### src/hdl/swmv_pkg.sv
// Package for the sliding-window majority vote block: sizes, widths and the
// control bundle shared between the top level and its vote-count cells.
// No dependencies.
package swmv_pkg;

   localparam int WINDOW      = 8;
   localparam int MAX_CLASSES = 16;

   // widths fixed by the channel fields and the register
   localparam int CLASS_W = 4;
   localparam int NCLS_W  = 5;

   // class indices are 4 bits wide, so no more than 16 classes can ever vote
   localparam int CLASS_SPAN = 1 << CLASS_W;
   localparam int TALLY_N    = (MAX_CLASSES < CLASS_SPAN) ? MAX_CLASSES : CLASS_SPAN;

   localparam int CNT_W  = $clog2(WINDOW + 1);
   localparam int FILL_W = $clog2(WINDOW + 1);
   localparam int ROT_W  = (WINDOW > 1) ? $clog2(WINDOW) : 1;
   localparam int IDX_W  = $clog2(TALLY_N);

   localparam logic [NCLS_W-1:0] NCLS_RESET = NCLS_W'(2);

   typedef logic [CLASS_W-1:0] class_type;
   typedef logic [CNT_W-1:0]   count_type;

   // control for one vote-count cell
   typedef struct packed {
      logic clear;
      logic shift;
      logic inc;
   } tally_ctl_type;

endpackage

### src/hdl/swmv_req_if.sv
// Input channel of the majority vote block: valid/ready plus the class index.
// Depends on swmv_pkg.
interface swmv_req_if;
   import swmv_pkg::*;

   logic      valid;
   logic      ready;
   class_type class_in;

   modport source (output valid, output class_in, input ready);
   modport sink   (input valid, input class_in, output ready);
endinterface

### src/hdl/swmv_rsp_if.sv
// Result channel of the majority vote block: valid/ready plus the vote result.
// Depends on swmv_pkg.
interface swmv_rsp_if;
   import swmv_pkg::*;

   logic      valid;
   logic      ready;
   logic      result_valid;
   class_type majority_class;

   modport source (output valid, output result_valid, output majority_class, input ready);
   modport sink   (input valid, input result_valid, input majority_class, output ready);
endinterface

### src/hdl/sliding_window_majority_vote.sv
// Sliding-window majority vote: top level. Depends on swmv_pkg, swmv_req_if,
// swmv_rsp_if, swmv_hist_cell and swmv_tally_cell.
//
// Use: send one class index per transaction on req (valid/ready); each one
// gives exactly one transaction on rsp. The first WINDOW transactions only
// fill the window and return result_valid 0, majority_class 0. After that
// each transaction drops the oldest entry, appends the new one and returns
// the most frequent class below num_classes, lowest index on ties.
// csr_wr_en/csr_wr_data write num_classes (values above MAX_CLASSES count
// as MAX_CLASSES); write it only while the block is idle.
// Sequence: a filling transaction is accepted and then loads its result. A
// voting transaction is accepted, rotates the history chain past the counter
// cells, shifts the counter chain past the max search, then loads the result.
// req is ready whenever the block is idle, even while a result still waits
// on rsp; a finished result then holds until the rsp slot is free.
// Reset: synchronous, active high; clears fill level, control and rsp.valid,
// and sets num_classes to 2. History content needs no reset.
module sliding_window_majority_vote (
   input  logic                       clock,
   input  logic                       reset,
   swmv_req_if.sink                   req,
   swmv_rsp_if.source                 rsp,
   input  logic                       csr_wr_en,
   input  logic [swmv_pkg::NCLS_W-1:0] csr_wr_data
);
   import swmv_pkg::*;

   localparam logic [1:0] S_IDLE = 2'd0;
   localparam logic [1:0] S_ROT  = 2'd1;
   localparam logic [1:0] S_SCAN = 2'd2;
   localparam logic [1:0] S_DONE = 2'd3;

   // control state
   logic [1:0]        state_ff, state_in;
   logic [FILL_W-1:0] fill_ff, fill_in;
   logic [ROT_W-1:0]  rot_cnt_ff, rot_cnt_in;
   logic [IDX_W-1:0]  scan_idx_ff, scan_idx_in;
   logic [NCLS_W-1:0] num_classes_ff, num_classes_in;
   logic              rsp_valid_ff, rsp_valid_in;

   // payload
   logic              res_full_ff, res_full_in;
   class_type         best_ff, best_in;
   count_type         best_cnt_ff, best_cnt_in;
   logic              rsp_result_ff, rsp_result_in;
   class_type         rsp_class_ff, rsp_class_in;

   logic              accept;
   logic              window_full;
   logic              rsp_load;
   logic [NCLS_W-1:0] n_eff;

   class_type         hist_q [WINDOW];
   class_type         tail_in;
   logic              hist_shift;

   count_type         tally_q [TALLY_N];
   logic              in_rot;
   logic              in_scan;

   assign req.ready   = (state_ff == S_IDLE);
   assign accept      = req.valid && req.ready;
   assign window_full = (fill_ff == FILL_W'(WINDOW));
   assign n_eff       = (num_classes_ff > NCLS_W'(MAX_CLASSES)) ?
                        NCLS_W'(MAX_CLASSES) : num_classes_ff;
   assign in_rot      = (state_ff == S_ROT);
   assign in_scan     = (state_ff == S_SCAN);
   assign rsp_load    = (state_ff == S_DONE) && (!rsp_valid_ff || rsp.ready);

   // History chain: shift the new entry in at the tail on a transaction, then
   // close the chain into a ring while counting so the head visits every entry
   // once and the window returns to its original order.
   assign hist_shift = accept || in_rot;
   assign tail_in    = in_rot ? hist_q[0] : req.class_in;

   for (genvar i = 0; i < WINDOW; i++) begin : g_hist
      class_type d;
      if (i == WINDOW - 1) begin : g_tail
         assign d = tail_in;
      end else begin : g_mid
         assign d = hist_q[i+1];
      end
      swmv_hist_cell u_cell (
         .clock    (clock),
         .shift_en (hist_shift),
         .d_in     (d),
         .q        (hist_q[i])
      );
   end

   // Counter chain: cell i counts head entries equal to i (if i takes part in
   // the vote), then the chain shifts toward cell 0 for the max search.
   for (genvar i = 0; i < TALLY_N; i++) begin : g_tally
      tally_ctl_type ctl;
      count_type     d;
      assign ctl.clear = accept;
      assign ctl.shift = in_scan;
      assign ctl.inc   = in_rot && (hist_q[0] == CLASS_W'(i)) && (NCLS_W'(i) < n_eff);
      if (i == TALLY_N - 1) begin : g_last
         assign d = '0;
      end else begin : g_mid
         assign d = tally_q[i+1];
      end
      swmv_tally_cell u_cell (
         .clock (clock),
         .ctl   (ctl),
         .d_in  (d),
         .q     (tally_q[i])
      );
   end

   always_comb begin
      state_in       = state_ff;
      fill_in        = fill_ff;
      rot_cnt_in     = rot_cnt_ff;
      scan_idx_in    = scan_idx_ff;
      num_classes_in = csr_wr_en ? csr_wr_data : num_classes_ff;
      rsp_valid_in   = rsp_valid_ff;
      res_full_in    = res_full_ff;
      best_in        = best_ff;
      best_cnt_in    = best_cnt_ff;
      rsp_result_in  = rsp_result_ff;
      rsp_class_in   = rsp_class_ff;

      // drop the shown result once the sink takes it
      if (rsp_valid_ff && rsp.ready) begin
         rsp_valid_in = 1'b0;
      end

      case (state_ff)
         S_IDLE: begin
            if (accept) begin
               best_in     = '0;
               best_cnt_in = '0;
               rot_cnt_in  = '0;
               if (window_full) begin
                  res_full_in = 1'b1;
                  state_in    = S_ROT;
               end else begin
                  res_full_in = 1'b0;
                  fill_in     = fill_ff + FILL_W'(1);
                  state_in    = S_DONE;
               end
            end
         end
         S_ROT: begin
            rot_cnt_in = rot_cnt_ff + ROT_W'(1);
            if (rot_cnt_ff == ROT_W'(WINDOW - 1)) begin
               scan_idx_in = '0;
               state_in    = S_SCAN;
            end
         end
         S_SCAN: begin
            // strict compare keeps the lowest index on ties
            if ((NCLS_W'(scan_idx_ff) < n_eff) && (tally_q[0] > best_cnt_ff)) begin
               best_in     = CLASS_W'(scan_idx_ff);
               best_cnt_in = tally_q[0];
            end
            scan_idx_in = scan_idx_ff + IDX_W'(1);
            if (scan_idx_ff == IDX_W'(TALLY_N - 1)) begin
               state_in = S_DONE;
            end
         end
         S_DONE: begin
            // hold until the result register is free
            if (rsp_load) begin
               rsp_valid_in  = 1'b1;
               rsp_result_in = res_full_ff;
               rsp_class_in  = res_full_ff ? best_ff : '0;
               state_in      = S_IDLE;
            end
         end
         default: begin
            state_in = S_IDLE;
         end
      endcase
   end

   always_ff @(posedge clock) begin
      if (reset) begin
         state_ff       <= S_IDLE;
         fill_ff        <= '0;
         rot_cnt_ff     <= '0;
         scan_idx_ff    <= '0;
         num_classes_ff <= NCLS_RESET;
         rsp_valid_ff   <= 1'b0;
      end else begin
         state_ff       <= state_in;
         fill_ff        <= fill_in;
         rot_cnt_ff     <= rot_cnt_in;
         scan_idx_ff    <= scan_idx_in;
         num_classes_ff <= num_classes_in;
         rsp_valid_ff   <= rsp_valid_in;
      end
   end

   always_ff @(posedge clock) begin
      res_full_ff   <= res_full_in;
      best_ff       <= best_in;
      best_cnt_ff   <= best_cnt_in;
      rsp_result_ff <= rsp_result_in;
      rsp_class_ff  <= rsp_class_in;
   end

   assign rsp.valid          = rsp_valid_ff;
   assign rsp.result_valid   = rsp_result_ff;
   assign rsp.majority_class = rsp_class_ff;

`ifndef SYNTHESIS
   // a valid vote is only ever reported once the window has filled
   a_valid_needs_full: assert property (@(posedge clock) disable iff (reset)
      (rsp.valid && rsp.result_valid) |-> window_full)
      else $error("vote result reported before the window filled");

   // a nonzero winner must be a class that takes part in the vote
   a_winner_in_range: assert property (@(posedge clock) disable iff (reset)
      (rsp.valid && rsp.result_valid && (rsp.majority_class != '0)) |->
      (NCLS_W'(rsp.majority_class) < n_eff))
      else $error("winning class outside the counted classes");

   // no class can collect more votes than the window holds
   a_count_bound: assert property (@(posedge clock) disable iff (reset)
      in_scan |-> (best_cnt_ff <= count_type'(WINDOW)))
      else $error("vote count exceeds window size");

   // the counting pass always starts from a full window
   a_rot_full: assert property (@(posedge clock) disable iff (reset)
      (accept && window_full) |=> (in_rot && res_full_ff))
      else $error("counting pass started without a full window");
`endif
endmodule

### src/hdl/swmv_hist_cell.sv
// One window entry of the history shift chain; takes the entry on d_in on shift.
// Depends on swmv_pkg.
module swmv_hist_cell (
   input  logic               clock,
   input  logic               shift_en,
   input  swmv_pkg::class_type d_in,
   output swmv_pkg::class_type q
);
   import swmv_pkg::*;

   class_type entry_ff;
   class_type entry_in;

   always_comb begin
      entry_in = shift_en ? d_in : entry_ff;
   end

   always_ff @(posedge clock) begin
      entry_ff <= entry_in;
   end

   assign q = entry_ff;
endmodule

### src/hdl/swmv_tally_cell.sv
// One vote counter of the tally chain: clear, count a vote, or take the
// neighbor's count while the chain is scanned. Depends on swmv_pkg.
module swmv_tally_cell (
   input  logic                   clock,
   input  swmv_pkg::tally_ctl_type ctl,
   input  swmv_pkg::count_type     d_in,
   output swmv_pkg::count_type     q
);
   import swmv_pkg::*;

   count_type count_ff;
   count_type count_in;

   always_comb begin
      count_in = count_ff;
      if (ctl.clear) begin
         count_in = '0;
      end else if (ctl.shift) begin
         count_in = d_in;
      end else if (ctl.inc) begin
         count_in = count_ff + count_type'(1);
      end
   end

   always_ff @(posedge clock) begin
      count_ff <= count_in;
   end

   assign q = count_ff;
endmodule
### src/flat_wrapper.sv
// flat-port wrapper written by rule: the top's interface ports become plain ports
module sliding_window_majority_vote_flat import swmv_pkg::*;
  (clock, reset, csr_wr_en, csr_wr_data, req_valid, req_class_in, req_ready, rsp_valid, rsp_result_valid, rsp_majority_class, rsp_ready);
  swmv_req_if req_i ();
  swmv_rsp_if rsp_i ();
  input  logic clock;
  input  logic reset;
  input  logic csr_wr_en;
  input  logic [swmv_pkg::NCLS_W-1:0] csr_wr_data;
  input wire logic [$bits(req_i.valid)-1:0] req_valid;
  input wire logic [$bits(req_i.class_in)-1:0] req_class_in;
  output wire logic [$bits(req_i.ready)-1:0] req_ready;
  output wire logic [$bits(rsp_i.valid)-1:0] rsp_valid;
  output wire logic [$bits(rsp_i.result_valid)-1:0] rsp_result_valid;
  output wire logic [$bits(rsp_i.majority_class)-1:0] rsp_majority_class;
  input wire logic [$bits(rsp_i.ready)-1:0] rsp_ready;
  assign req_i.valid = req_valid;
  assign req_i.class_in = req_class_in;
  assign req_ready = req_i.ready;
  assign rsp_valid = rsp_i.valid;
  assign rsp_result_valid = rsp_i.result_valid;
  assign rsp_majority_class = rsp_i.majority_class;
  assign rsp_i.ready = rsp_ready;
  sliding_window_majority_vote u_core (.clock(clock), .reset(reset), .req(req_i), .rsp(rsp_i), .csr_wr_en(csr_wr_en), .csr_wr_data(csr_wr_data));
endmodule
### config.mk
export PLATFORM = sky130hd
export DESIGN_NAME = sliding_window_majority_vote_flat
export DESIGN_NICKNAME = d
export VERILOG_FILES = /design/src/hdl/swmv_pkg.sv /design/src/hdl/swmv_req_if.sv /design/src/hdl/swmv_rsp_if.sv /design/src/hdl/sliding_window_majority_vote.sv /design/src/hdl/swmv_hist_cell.sv /design/src/hdl/swmv_tally_cell.sv /design/src/flat_wrapper.sv
export SDC_FILE = /design/constraint.sdc
export NUM_CORES = 1
export LEC_CHECK = 0
export BUFFER_PORTS_ARGS = -buffer_cell sky130_fd_sc_hd__buf_2
export CORE_MARGIN = 3
export CORE_UTILIZATION = 25
export CTS_BUF_LIST = sky130_fd_sc_hd__clkbuf_8 sky130_fd_sc_hd__clkbuf_16
export CTS_CLUSTER_SIZE = 14
export DETAILED_ROUTE_END_ITERATION = 6
export HOLD_SLACK_MARGIN = 0.06
export PLACE_DENSITY = 0.49
export SETUP_SLACK_MARGIN = 0.5
export SLEW_MARGIN = 20
export SYNTH_ARGS = -nofsm -noshare
export SYNTH_HDL_FRONTEND = slang
export SYNTH_SLANG_ARGS = --single-unit
### constraint.sdc
create_clock -name clock -period 2.4 [get_ports clock]
set_clock_uncertainty 0.05 [all_clocks]
set_input_delay 0.12 -clock clock [delete_from_list [all_inputs] [get_ports clock]]
set_output_delay 0.12 -clock clock [all_outputs]
set_load 0.02 [all_outputs]
Word-level counts from Yosys, hierarchy flattened

Cells that the tools add are included.
W data, S select, Z words.

Memories kept: 0
Input bits: 14
Output and inout port bits: 7
Logic and storage cells: 218
ROM bits: 0
Register bits: 129
Latch bits: 0
Memory bits (writable): 0

Add/sub/neg operators: 19
Bitwise operators: 1
Order comparisons: 19
Multiply operators: 0
Div/mod/pow operators: 0
Shifts and indexed selects: 0
Reduce and logical (&&, ||, !) cells: 67
Equal/unequal tests: 26
Muxes and demuxes: 51

Operator list:

| kind                  | number |
|---|---|
| $mux W4               | 35 |
| $add A4 B1 Y4 const B | 18 |
| $eq A4 B4 Y1 const B  | 10 |
| $lt A4 B5 Y1 const A  | 8 |
| $logic_and A1 B1 Y1   | 36 |
| $reduce_bool A2 Y1    | 18 |
| $pmux W4 S2           | 3 |
| $lt A3 B5 Y1 const A  | 4 |
| $eq A4 B3 Y1 const B  | 4 |
| $lt A1 B5 Y1 const A  | 2 |
| $lt A2 B5 Y1 const A  | 2 |
| $mux W2               | 5 |
| $eq A4 B2 Y1 const B  | 2 |
| $ne A2 B2 Y1 const B  | 4 |
| $pmux W2 S4           | 1 |
| $reduce_and A2 Y1     | 4 |
| $pmux W3 S2           | 1 |
| $reduce_and A3 Y1     | 2 |
| $gt A5 B5 Y1 const B  | 1 |
| $lt A4 B5 Y1          | 1 |
| $mux W5               | 1 |
| $eq A2 B2 Y1 const B  | 2 |
| $eq A4 B1 Y1 const B  | 1 |
| $gt A4 B4 Y1          | 1 |
| other kinds (13)      | 17 |

Logic depth before layout (Yosys ltp)

Gate-level depths: netlist of run 1.

Word-level depth: 6
Mapped depth: 8
Gate-level depth less buffers: 7

Cells and area by module

From an unflattened synthesis of run 1, not the netlist that was laid out.

Cell total of the unflattened synthesis: 595
Area, all modules: 6,195.9 um^2

By module, submodules not included:

| module                       | times used | area an instance (um^2) | cells each | seq. area each (um^2) |
|---|---|---|---|---|
| swmv_tally_cell              | 16         | 205.2                   | 22         | 80.1 |
| sliding_window_majority_vote | 1          | 1,951.9                 | 211        | 800.8 |
| swmv_hist_cell               | 8          | 120.1                   | 4          | 120.1 |

Worst setup path after synthesis of run 1

OpenSTA, ideal clock, no wires.

Path kind: reg-to-reg
Start point: register u_core.state_ff[0]
End point: register u_core.g_hist[0].u_cell.entry_ff[0] (enable)
Stages on the path, launching flop included: 5
Path buffers: 0
Setup time: 394 ps
Data arrival time: 1,804 ps
Data required time: 1,956 ps
Setup slack: 152 ps
Clock period less this slack: 2,248 ps
Cell sequence: dfxtp_1 -> inv_1 -> ha_1 -> nand2_1 -> nand2b_1

Longest elaborated chain between the ends: 3
Elaborated cells between the ends (all ways): 4
Those cells by class: 1 x eq/ne; 3 x reduce/logical

RTL lines:

| item                                       | line                                | RTL |
|---|---|---|
| start: declaration                         | sliding_window_majority_vote.sv:34  | `logic [1:0] state_ff, state_in;` |
| start signal: assignment                   | sliding_window_majority_vote.sv:188 | `state_ff <= state_in;` |
| $logic_not A2 Y1                           | sliding_window_majority_vote.sv:61  | `assign req.ready = (state_ff == S_IDLE);` |
| named net req_ready                        | flat_wrapper.sv:12                  | `output wire logic [$bits(req_i.ready)-1:0] req_ready;` |
| $logic_and A1 B1 Y1                        | sliding_window_majority_vote.sv:62  | `assign accept = req.valid && req.ready;` |
| $logic_or A1 B1 Y1                         | sliding_window_majority_vote.sv:73  | `assign hist_shift = accept \|\| in_rot;` |
| named net u_core.g_hist[0].u_cell.shift_en | swmv_hist_cell.sv:5                 | `input logic shift_en,` |
| end signal: assignment                     | swmv_hist_cell.sv:19                | `entry_ff <= entry_in;` |
| end: declaration                           | swmv_hist_cell.sv:11                | `class_type entry_ff;` |

The timed path passes the listed nets, and every way through them passes these cells.
A chain may end at the register's enable or synchronous reset.

Worst setup path after layout of run 1

Start point: register u_core.state_ff[0]
End point: register u_core.g_tally[12].u_cell.count_ff[3]

Longest elaborated chain between the ends: 4
Elaborated cells between the ends (all ways): 8
Those cells by class: 2 x eq/ne; 1 x mux; 5 x reduce/logical

RTL lines:

| item                                | line                               | RTL |
|---|---|---|
| $eq A2 B1 Y1                        | sliding_window_majority_vote.sv:66 | `assign in_rot = (state_ff == S_ROT);` |
| $logic_and A1 B1 Y1 (2 in a row)    | sliding_window_majority_vote.sv:98 | `assign ctl.inc = in_rot && (hist_q[0] == CLASS_W'(i)) && (NCLS_W'(i) < n_eff);` |
| $reduce_bool A2 Y1 (no source line) | -                                  |  |
| end signal: assignment              | swmv_tally_cell.sv:26              | `count_ff <= count_in;` |
| end: declaration                    | swmv_tally_cell.sv:11              | `count_type count_ff;` |

Several ways; a longest one is shown, not always the timed one.

==> flow_summary.yaml, run 1 <==
floorplanning:
  chipWidth_um: 162.3
  start_util_pct: 25.71
  core_area_sq_mm: 0.02375
  die_area_sq_mm: 0.02634
  num_io_pins: 21
  die_h_um: 162.3
  fp-row-count: 56
yosys:
  syn_nets: 642
  syn_area_per_cell_sq_um: 10.25
  ys.warnings.count: 0
  ys.flop_type: "dfxtp_1"
  synth-edff-count: 46
  synthCells: 596
  synth_top_area_share_pct: 27.21
  synth.area.top_cells: "dfxtp_1, edfxtp_1, ha_1"
  synth_cell_types: 51
  synth_area_sq_mm: 0.006107
  yosysMostFrequentCell: "dfxtp_1"
  async_reset_ff_share_pct: 0
  yosysSeqAreaShare_pct: 49.83
  post-synth-top-area-cell: "dfxtp_1"
  synth_common_cells: "dfxtp_1, o21ai_0, a21oi_1"
  synth-seq-cells: 129
grt:
  grt-ovfl-total: 0
  grt_pass1_wl_um: 22300
  grt_usage_pct: 10.72
  grt_pass1_vias: 4301
  grt_max_degree: 50
  antenna_found_initial: 0
drt:
  dr.pass1.iters: 4
  routed.top_layer: "met4"
  drtIter0Drc: 305
  antenna_left: 0
  wirelength_um: 13420
  wl_per_cell_um: 13.72
  route.vias.total: 4559
  met2_length_um: 5984
  drcViolationCount: 0
  met1_length_um: 6726
  viasPerCell: 4.662
  met3RoutedLength_um: 416
finish:
  drive_gt1_share_pct: 19.73
  nets: 692
  insertedDiodeCount: 0
  area_growth_pct: 25.36
  num-fill-cells: 2433
clocking:
  path_clk_slew_ns: 0.06
  insertion_delay_ns: 0.43
  cts_tree: "yes"
  clockBufferDepth: 2
  cts_sinks: 129
  cts_buffers: 17
  root_buffer: "clkbuf_16"
  htree_num_levels: 4
worst_setup_path:
  worst_ep_required_time_ns: 2.71
  cp_slowest_cell: "or3b_4"
  end_kind: "flop"
  cpPeakStageDelay_ns: 0.45
  critPathLaunch: "u_core.state_ff[0]"
  worstPathMaxFanout: 5
  crit_chain: "ha_4 > or3b_4 > a211o_4 > or3_1 > a31oi_1"
  startpoint_type: "flop"
  critPathArrivalTime_ns: 2.22
  reg2reg_from: "u_core.state_ff[0]"
  path_class: "reg -> reg"
timing:
  tns_ns: 0
  timing.slew.headroom_pct: 50.10
  worst_slew_pin_slew_ns: 0.7417
  period_share_pct: 79.46
  hold_violations: 0
  period_needed_ns: 1.907
  setup_slack_ns: 0.4929
  timing.hold.ws_ns: 0.1011
  drv_slew: 0
  max_freq_mhz: 524.3
  rsz0062_at_grt: "yes"
  setup_viol: 0
placed_design:
  place_ws_ns: 0.3150
  gp_congestion: 0.7352
  port_buffers: 20
  dp_hpwl_um: 8703
min_path:
  holdCritStartpoint: "req_valid"
  hp-class: "in -> reg"
pwr:
  finalPower_mw: 8.982
  power_density_mw_per_mm2: 1173
  p_leak_nw: 2.675
  ir_drop_mv: 0.4841
run_status:
  status: "completed"
flow_run:
  drv_cap: 0
-- per-stage QoR --
step	utilization (%)	area [sq um]	cells
2_1_floorplan	-	6135	596
3_3_place_gp	27.90	6628	914
3_5_place_dp	27.90	6628	914
4_1_cts	31.67	7523	976
5_1_grt	32.23	7656	978
6_report	32.23	7656	978
-- what timing repair did --
item | CTS | global route
hold buffers | 18 | 0
setup endpoints to repair | 34 | 41
hold endpoints to repair | 21 | 0
pin swaps | 6 | 17
resized for setup | 11 | 27
buffers inserted | 12 | 2
-- final timing paths --
path	depth (start not counted)	end	slack [ns]
setup reg to reg	5	u_core.g_tally[12].u_cell.q[3]	0.49
setup / recovery	5	u_core.g_tally[12].u_cell.q[3]	0.49
hold / removal	4	u_core.g_tally[14].u_cell.q[3]	0.10
hold reg to reg	0	u_core.g_hist[5].u_cell.q[2]	0.37
-- sequential cells by signal, indices dropped and copies added (netlist names) --
name,flops
u_core.state_ff,2
u_core.rsp.result_valid,1
u_core.fill_ff,4
u_core.rot_cnt_ff,3
u_core.best_cnt_ff,4
u_core.scan_idx_ff,4
u_core.best_ff,4
u_core.g_tally.u_cell.q,64
u_core.rsp.majority_class,4
u_core.res_full_ff,1
u_core.rsp.valid,1
u_core.g_hist.u_cell.q,32
u_core.num_classes_ff,5
-- placed cells by master, fill, tap and decap left out, drive strengths merged, types with 17 or more instances in the layout --
| cell type | n |
|---|---|
| inv | 25 |
| nand3 | 26 |
| xnor2 | 32 |
| nor2 | 20 |
| nor3 | 26 |
| dfxtp | 83 |
| o21ai | 72 |
| clkbuf | 17 |
| buf | 50 |
| dlygate4sd3 | 18 |
| a21oi | 50 |
| edfxtp | 46 |
| ha | 32 |
| mux2i | 20 |
-- power by group --
part	total [mW]	internal, mW	switching [mW]
Sequential	3.73	3.20	0.528
Clock	2.61	1.48	1.13
Combinational	2.64	1.09	1.55
-- cell type report --
class | instances | area [sq um] | area share (%)
clock inverters | 15 | 165.2 | 2.157
inverters | 15 | 60.06 | 0.7844
repair buffers | 68 | 541.8 | 7.076
flip-flops and latches | 129 | 3055 | 39.91
multi-input cells | 415 | 3009 | 39.30
well taps | 319 | 399.1 | 5.213
clock buffers | 17 | 425.4 | 5.556
-- layer usage --
metal / GRT usage (%) / vias to the layer above
li1: - / 2335
met1: 14.68 / 2155
met2: 15.70 / 53
met3: 2.831 / 16
met4: 5.079 / 0
met5: 0 / -
-- logic make-up (layout without fill, tap and decap cells) --
logic type | after synthesis | in the layout | synth area share (%)
AO/OA/AOI/OAI | 165 | 165 | 16.10
AND/OR/NAND/NOR | 159 | 159 | 15.14
flip-flops | 129 | 129 | 49.83
buffers and inverters | 52 | 115 | 3.340
XOR/XNOR | 35 | 35 | 5.020
adder cells (fa/ha/maj) | 32 | 32 | 6.556
multiplexers | 24 | 24 | 4.015
-- worst max-delay path: cells and delay by family, from the launching register on --
family	cells	cell delay, ns
AO/OA/AOI/OAI	2	0.47
adder cells (fa/ha/maj)	1	0.19
AND/OR/NAND/NOR	2	0.76
flip-flops	1	0.37
Power figures use the tool's default switching activity.
==> run 2, diff against run 1 <==
==> constraint.sdc (replaced) <==
create_clock -name clock -period 1.76 [get_ports clock]
set_clock_uncertainty 0.05 [all_clocks]
set_input_delay 0.088 -clock clock [delete_from_list [all_inputs] [get_ports clock]]
set_output_delay 0.088 -clock clock [all_outputs]
set_load 0.02 [all_outputs]
==> run 2 against run 1 <==
Effect of this change: via count is 15% higher; critical path type unchanged; setup slack lost 0.61 ns; critical path depth is 2 higher; highest routed layer unchanged; sequential power up 39%; the run now ends with hold timing, setup timing left.
==> flow_summary.yaml, run 2 (synthesized netlist as in run 1, its figures left out) <==
run_status:
  status: "complete, but fails checks"
  violations: "hold timing, setup timing"
clocking:
  path_clk_slew_ns: 0.07
  cts_buffers: 17
  insertion_delay_ns: 0.42
  root_buffer: "clkbuf_16"
  cts_tree: "yes"
  clockBufferDepth: 2
  cts_sinks: 129
  holdBufCountCts: 11
  htree_num_levels: 4
floorplanning:
  die_area_sq_mm: 0.02634
  start_util_pct: 25.71
  num_io_pins: 21
  die_h_um: 162.3
  chipWidth_um: 162.3
  core_area_sq_mm: 0.02375
  fp-row-count: 56
drt:
  antenna_left: 0
  route.vias.total: 5230
  dr.pass1.iters: 4
  drcViolationCount: 0
  wl_per_cell_um: 15.63
  wirelength_um: 16960
  viasPerCell: 4.820
  drtIter0Drc: 242
timing:
  drv_slew: 0
  max_freq_mhz: 533.8
  timing.slew.headroom_pct: 65.30
  hold_violations: 1
  rsz0062_at_grt: "yes"
  timing.hold.ws_ns: -0.03383
  setup_slack_ns: -0.1134
  period_needed_ns: 1.873
  worst_slew_pin_slew_ns: 0.5137
  setup_viol: 50
  period_share_pct: 106.4
  tns_ns: -3.303
grt:
  grt_usage_pct: 13.17
  grt-ovfl-total: 0
  grt_pass1_wl_um: 27670
  antenna_found_initial: 0
  grt_max_degree: 50
  grt_pass1_vias: 5496
finish:
  final_common_cell: "dfxtp_1"
  nets: 799
  fin_area_sq_mm: 0.009766
  drive_gt1_share_pct: 42.69
  most-common-layout-cells: "dfxtp_1, buf_4, o21ai_0"
  largest_reg_flops: 64
  area_growth_pct: 59.91
  insertedDiodeCount: 0
  num-fill-cells: 2203
worst_setup_path:
  worstPathMaxFanout: 6
  startpoint_type: "flop"
  end_kind: "flop"
  reg2reg_from: "u_core.state_ff[1]"
  worstReg2RegEnd: "u_core.g_tally[4].u_cell.q[1]"
  reg2reg_depth: 7
  path_class: "reg -> reg"
  ff2ff_setup_slack_ns: -0.11
  critPathArrivalTime_ns: 2.13
  worst_ep_required_time_ns: 2.02
placed_design:
  port_buffers: 20
  place_area_sq_mm: 0.007411
  dp_hpwl_um: 10430
  gp_congestion: 0.8183
flow_run:
  drv_cap: 0
pwr:
  power_density_mw_per_mm2: 1651
  ir_drop_mv: 0.8725
  p_leak_nw: 3.651
min_path:
  hp-class: "in -> reg"
  holdCritStartpoint: "rsp_ready"
  min_to: "u_core.rsp.valid"
  min_path_cells: 4
## run 2: changes by cell type in the layout (fill, tap and decap cells not counted), moves of 16 or more
cell	change
buf_4	+43
buf_6	+35
o21ai_0	-24
buf_12	+16
## run 2: per-stage QoR
step | hold WS [ns] | utilization [%] | setup WS (ns) | power (mW) | instances
2_1_floorplan | 0.1604 | - | -0.1899 | 7.999 | 596
3_3_place_gp | 0.2711 | 31.20 | -0.1458 | 9.387 | 968
3_5_place_dp | 0.2744 | 31.20 | -0.1528 | 9.610 | 968
4_1_cts | -0.05927 | 39.79 | -0.08713 | 15.69 | 1072
5_1_grt | -0.02386 | 41.11 | -0.1580 | 17.08 | 1085
6_report | -0.03383 | 41.11 | -0.1134 | 16.12 | 1085
## run 2: layout make-up
class	instances	area, sq um	share of cell area, %
Timing Repair Buffer	174	1932	19.78
Tap cell	319	399.1	4.087
Inverter	15	81.33	0.8328
Sequential cell	129	3055	31.29
Clock buffer	17	425.4	4.356
Clock inverter	15	165.2	1.691
Multi-Input combinational cell	416	3707	37.96
## run 2: critical path: stages (launching register included)
cell	delay, ns
dfxtp_2	0.33
inv_4	0.06
ha_4	0.13
or3b_4	0.44
a211oi_2	0.26
buf_4	0.20
mux2i_1	0.20
a21oi_1	0.08
## run 2: power by group
group | switching [mW] | internal [mW] | total, mW
Combinational | 3.41 | 4.00 | 7.41
Sequential | 0.800 | 4.37 | 5.17
Clock | 1.52 | 2.02 | 3.54
Total | 5.73 | 10.4 | 16.1
## run 2: per-layer routing
metal	global-route usage, %	vias to the layer above	part of all wire, %
li1	-	2551	-
met4	4.692	0	1.9
met1	16.58	2581	45
met2	22.30	76	50
met5	0	-	0
met3	2.831	22	2.5
## run 2: worst max-delay path by stage
stage | start | endpoint | slack [ns] | cells after the start
floorplan | u_core.state_ff[1] | u_core.g_tally[12].u_cell.q[2] | -0.19 | 7
global placement | u_core.state_ff[1] | u_core.g_tally[12].u_cell.q[2] | -0.15 | 6
detailed placement | u_core.state_ff[1] | u_core.g_tally[12].u_cell.q[3] | -0.15 | 6
CTS | u_core.state_ff[1] | u_core.g_tally[4].u_cell.q[1] | -0.09 | 7
global route | u_core.state_ff[1] | u_core.g_tally[4].u_cell.q[1] | -0.16 | 7
finish | u_core.state_ff[1] | u_core.g_tally[4].u_cell.q[1] | -0.11 | 7
## run 2: repair_timing
item                                   in CTS  in global routing
setup buffers                              49                 13
gates resized for setup                   147                 53
pin swaps                                  69                 43
cloned                                     12                  0
endpoints found under the hold margin      22                  1
setup endpoints to repair                 136                131
==> run 3, diff against run 2 <==
--- a/config.mk
+++ b/config.mk
@@ -6,6 +6,7 @@
 export NUM_CORES = 1
 export LEC_CHECK = 0
 export BUFFER_PORTS_ARGS = -buffer_cell sky130_fd_sc_hd__buf_2
+export CORE_ASPECT_RATIO = 0.8
 export CORE_MARGIN = 3
 export CORE_UTILIZATION = 25
 export CTS_BUF_LIST = sky130_fd_sc_hd__clkbuf_8 sky130_fd_sc_hd__clkbuf_16
==> run 3 against run 2 <==
Effect of this change: the run still ends with hold timing, setup timing left; highest routed layer unchanged; design area rose by 1.5%; sequential share of layout area fell by 0.43 points; non-clock buffer count fell by 4; hold slack improved by 0.0022 ns; setup slack got worse by 0.0018 ns; final cell count fell by 0.92%; critical path type unchanged; via count rose by 0.82%; first-iteration DRC count rose by 14%; count of clock-buffer cells in the layout did not move.
==> flow_summary.yaml, run 3 (synthesized netlist as in run 1, its figures left out) <==
grt:
  grt_pass1_vias: 5344
  grt_pass1_wl_um: 28080
  grt_usage_pct: 13.13
  grtUsageMet1_pct: 18.47
  grt-ovfl-total: 0
  grtUsageMet2_pct: 20.14
  grt_max_degree: 27
  antenna_found_initial: 0
  grt-busiest-layer: "met2"
  gr-usage-met3_pct: 3.473
clocking:
  cts_tree: "yes"
  htree_num_levels: 4
  holdBufCountCts: 11
  clockBufferDepth: 2
  path_clk_slew_ns: 0.07
  root_buffer: "clkbuf_16"
  insertion_delay_ns: 0.42
  cts_buffers: 17
  cts_sinks: 129
worst_setup_path:
  worstPathMaxFanout: 6
  end_kind: "flop"
  path_class: "reg -> reg"
  worst-path-buf-inv: 2
  cpPeakStageDelay_ns: 0.46
  crit_chain: "inv_4 > ha_4 > or3b_4 > a211oi_4 > buf_6 > mux2i_1 > a21oi_1"
  reg2reg_from: "u_core.state_ff[1]"
  startpoint_type: "flop"
  critPathArrivalTime_ns: 2.13
  worstReg2RegEnd: "u_core.g_tally[4].u_cell.q[1]"
  reg2reg_depth: 7
  worst_ep_required_time_ns: 2.02
  ff2ff_setup_slack_ns: -0.12
  cp_slowest_cell: "or3b_4"
  crit_family: "simple AND/OR/NAND/NOR gates"
timing:
  drv_slew: 0
  rsz0062_at_grt: "yes"
  hold_violations: 1
  setup_slack_ns: -0.1152
  timing.slew.headroom_pct: 67.44
  period_share_pct: 106.5
  period_needed_ns: 1.875
  timing.hold.ws_ns: -0.03159
  max_freq_mhz: 533.3
  worst_slew_pin_slew_ns: 0.4873
  setup_viol: 28
floorplanning:
  die_area_sq_mm: 0.02635
  num_io_pins: 21
  chipWidth_um: 180.7
  fp-row-count: 50
  start_util_pct: 25.76
  core_area_sq_mm: 0.02371
  die_h_um: 145.8
min_path:
  hp-class: "in -> reg"
  min_path_cells: 4
  min_to: "u_core.rsp.valid"
  holdCritStartpoint: "rsp_ready"
pwr:
  ir_drop_mv: 0.7575
  p_leak_nw: 3.718
  power_density_mw_per_mm2: 1637
finish:
  most-common-layout-cells: "dfxtp_1, buf_4, o21ai_0"
  multi_input_area_sq_mm: 0.003874
  largest_reg_flops: 64
  final_util_pct: 41.81
  insertedDiodeCount: 0
  drive_gt1_share_pct: 43.77
  area_growth_pct: 62.32
  num-fill-cells: 2145
  ff_latch_area_sq_mm: 0.003059
  nets: 796
  final_common_cell: "dfxtp_1"
flow_run:
  drv_cap: 0
run_status:
  status: "complete, but fails checks"
  violations: "hold timing, setup timing"
drt:
  route.vias.total: 5273
  drcViolationCount: 0
  wirelength_um: 17640
  drtIter0Drc: 275
  dr.pass1.iters: 4
  wl_per_cell_um: 16.40
  viasPerCell: 4.905
  antenna_left: 0
placed_design:
  dp_hpwl_um: 10720
  place_ws_ns: -0.1247
  gp_congestion: 0.7734
  port_buffers: 20
run 3: layout make-up:
| class | count | area share, % |
|---|---|---|
| Clock buffer | 17 | 4.291 |
| Clock inverter | 15 | 1.603 |
| Inverter | 15 | 1.010 |
| Multi-Input combinational cell | 417 | 39.08 |
| Sequential cell | 129 | 30.86 |
| Tap cell | 312 | 3.938 |
| Timing Repair Buffer | 170 | 19.22 |
run 3: metrics by stage:
stage / cells / total power [mW] / TNS [ns] / instance area, sq um
floorplan: 596 / 7.999 / -1.135 / 6555
global placement: 959 / 9.296 / -1.070 / 7375
detailed placement: 959 / 9.505 / -2.101 / 7375
CTS: 1053 / 15.47 / -0.9631 / 9424
global route: 1075 / 17.14 / -4.804 / 9913
finish: 1075 / 16.23 / -1.643 / 9913
run 3: power by group:
| group | leakage [nW] | switching (mW) | internal (mW) | total (mW) |
|---|---|---|---|---|
| registers | 1.13 | 0.803 | 4.37 | 5.17 |
| logic | 2.31 | 3.52 | 3.98 | 7.50 |
| clock network | 0.280 | 1.55 | 2.01 | 3.56 |
| total | 3.72 | 5.87 | 10.4 | 16.2 |
run 3: worst reg2reg max path, delay by kind of cell, from the launching register on:
family                     cells  cell delay (ns)
AOI/OAI and AO/OA              2             0.33
DFF                            1             0.34
adders and majority gates      1             0.14
and+or+nand+nor                1             0.46
buffers and inverters          2             0.23
muxes                          1             0.22
run 3: repair_timing:
item	CTS	global route
cloned	11	2
pin swaps	81	60
hold endpoints to repair	22	1
setup buffers	40	20
endpoints found under the setup margin	136	137
gates resized for setup	172	60
run 3: worst max-delay path by stage:
stage	to	startpoint	depth (start not counted)
floorplan	u_core.g_tally[12].u_cell.q[2]	u_core.state_ff[1]	7
global placement	u_core.g_tally[12].u_cell.q[2]	u_core.state_ff[1]	6
detailed placement	u_core.g_tally[12].u_cell.q[2]	u_core.state_ff[1]	6
CTS	u_core.g_tally[12].u_cell.q[2]	u_core.state_ff[1]	6
global route	u_core.g_tally[12].u_cell.q[3]	u_core.state_ff[1]	6
finish	u_core.g_tally[4].u_cell.q[1]	u_core.state_ff[1]	7
run 3: per-layer routing:
layer	share of wire [%]	wire, um	vias to the layer above
met4	0.82	144	0
met1	49	8643	2625
met5	0	0	-
li1	-	-	2557
met3	3.9	687	15
met2	46	8161	76
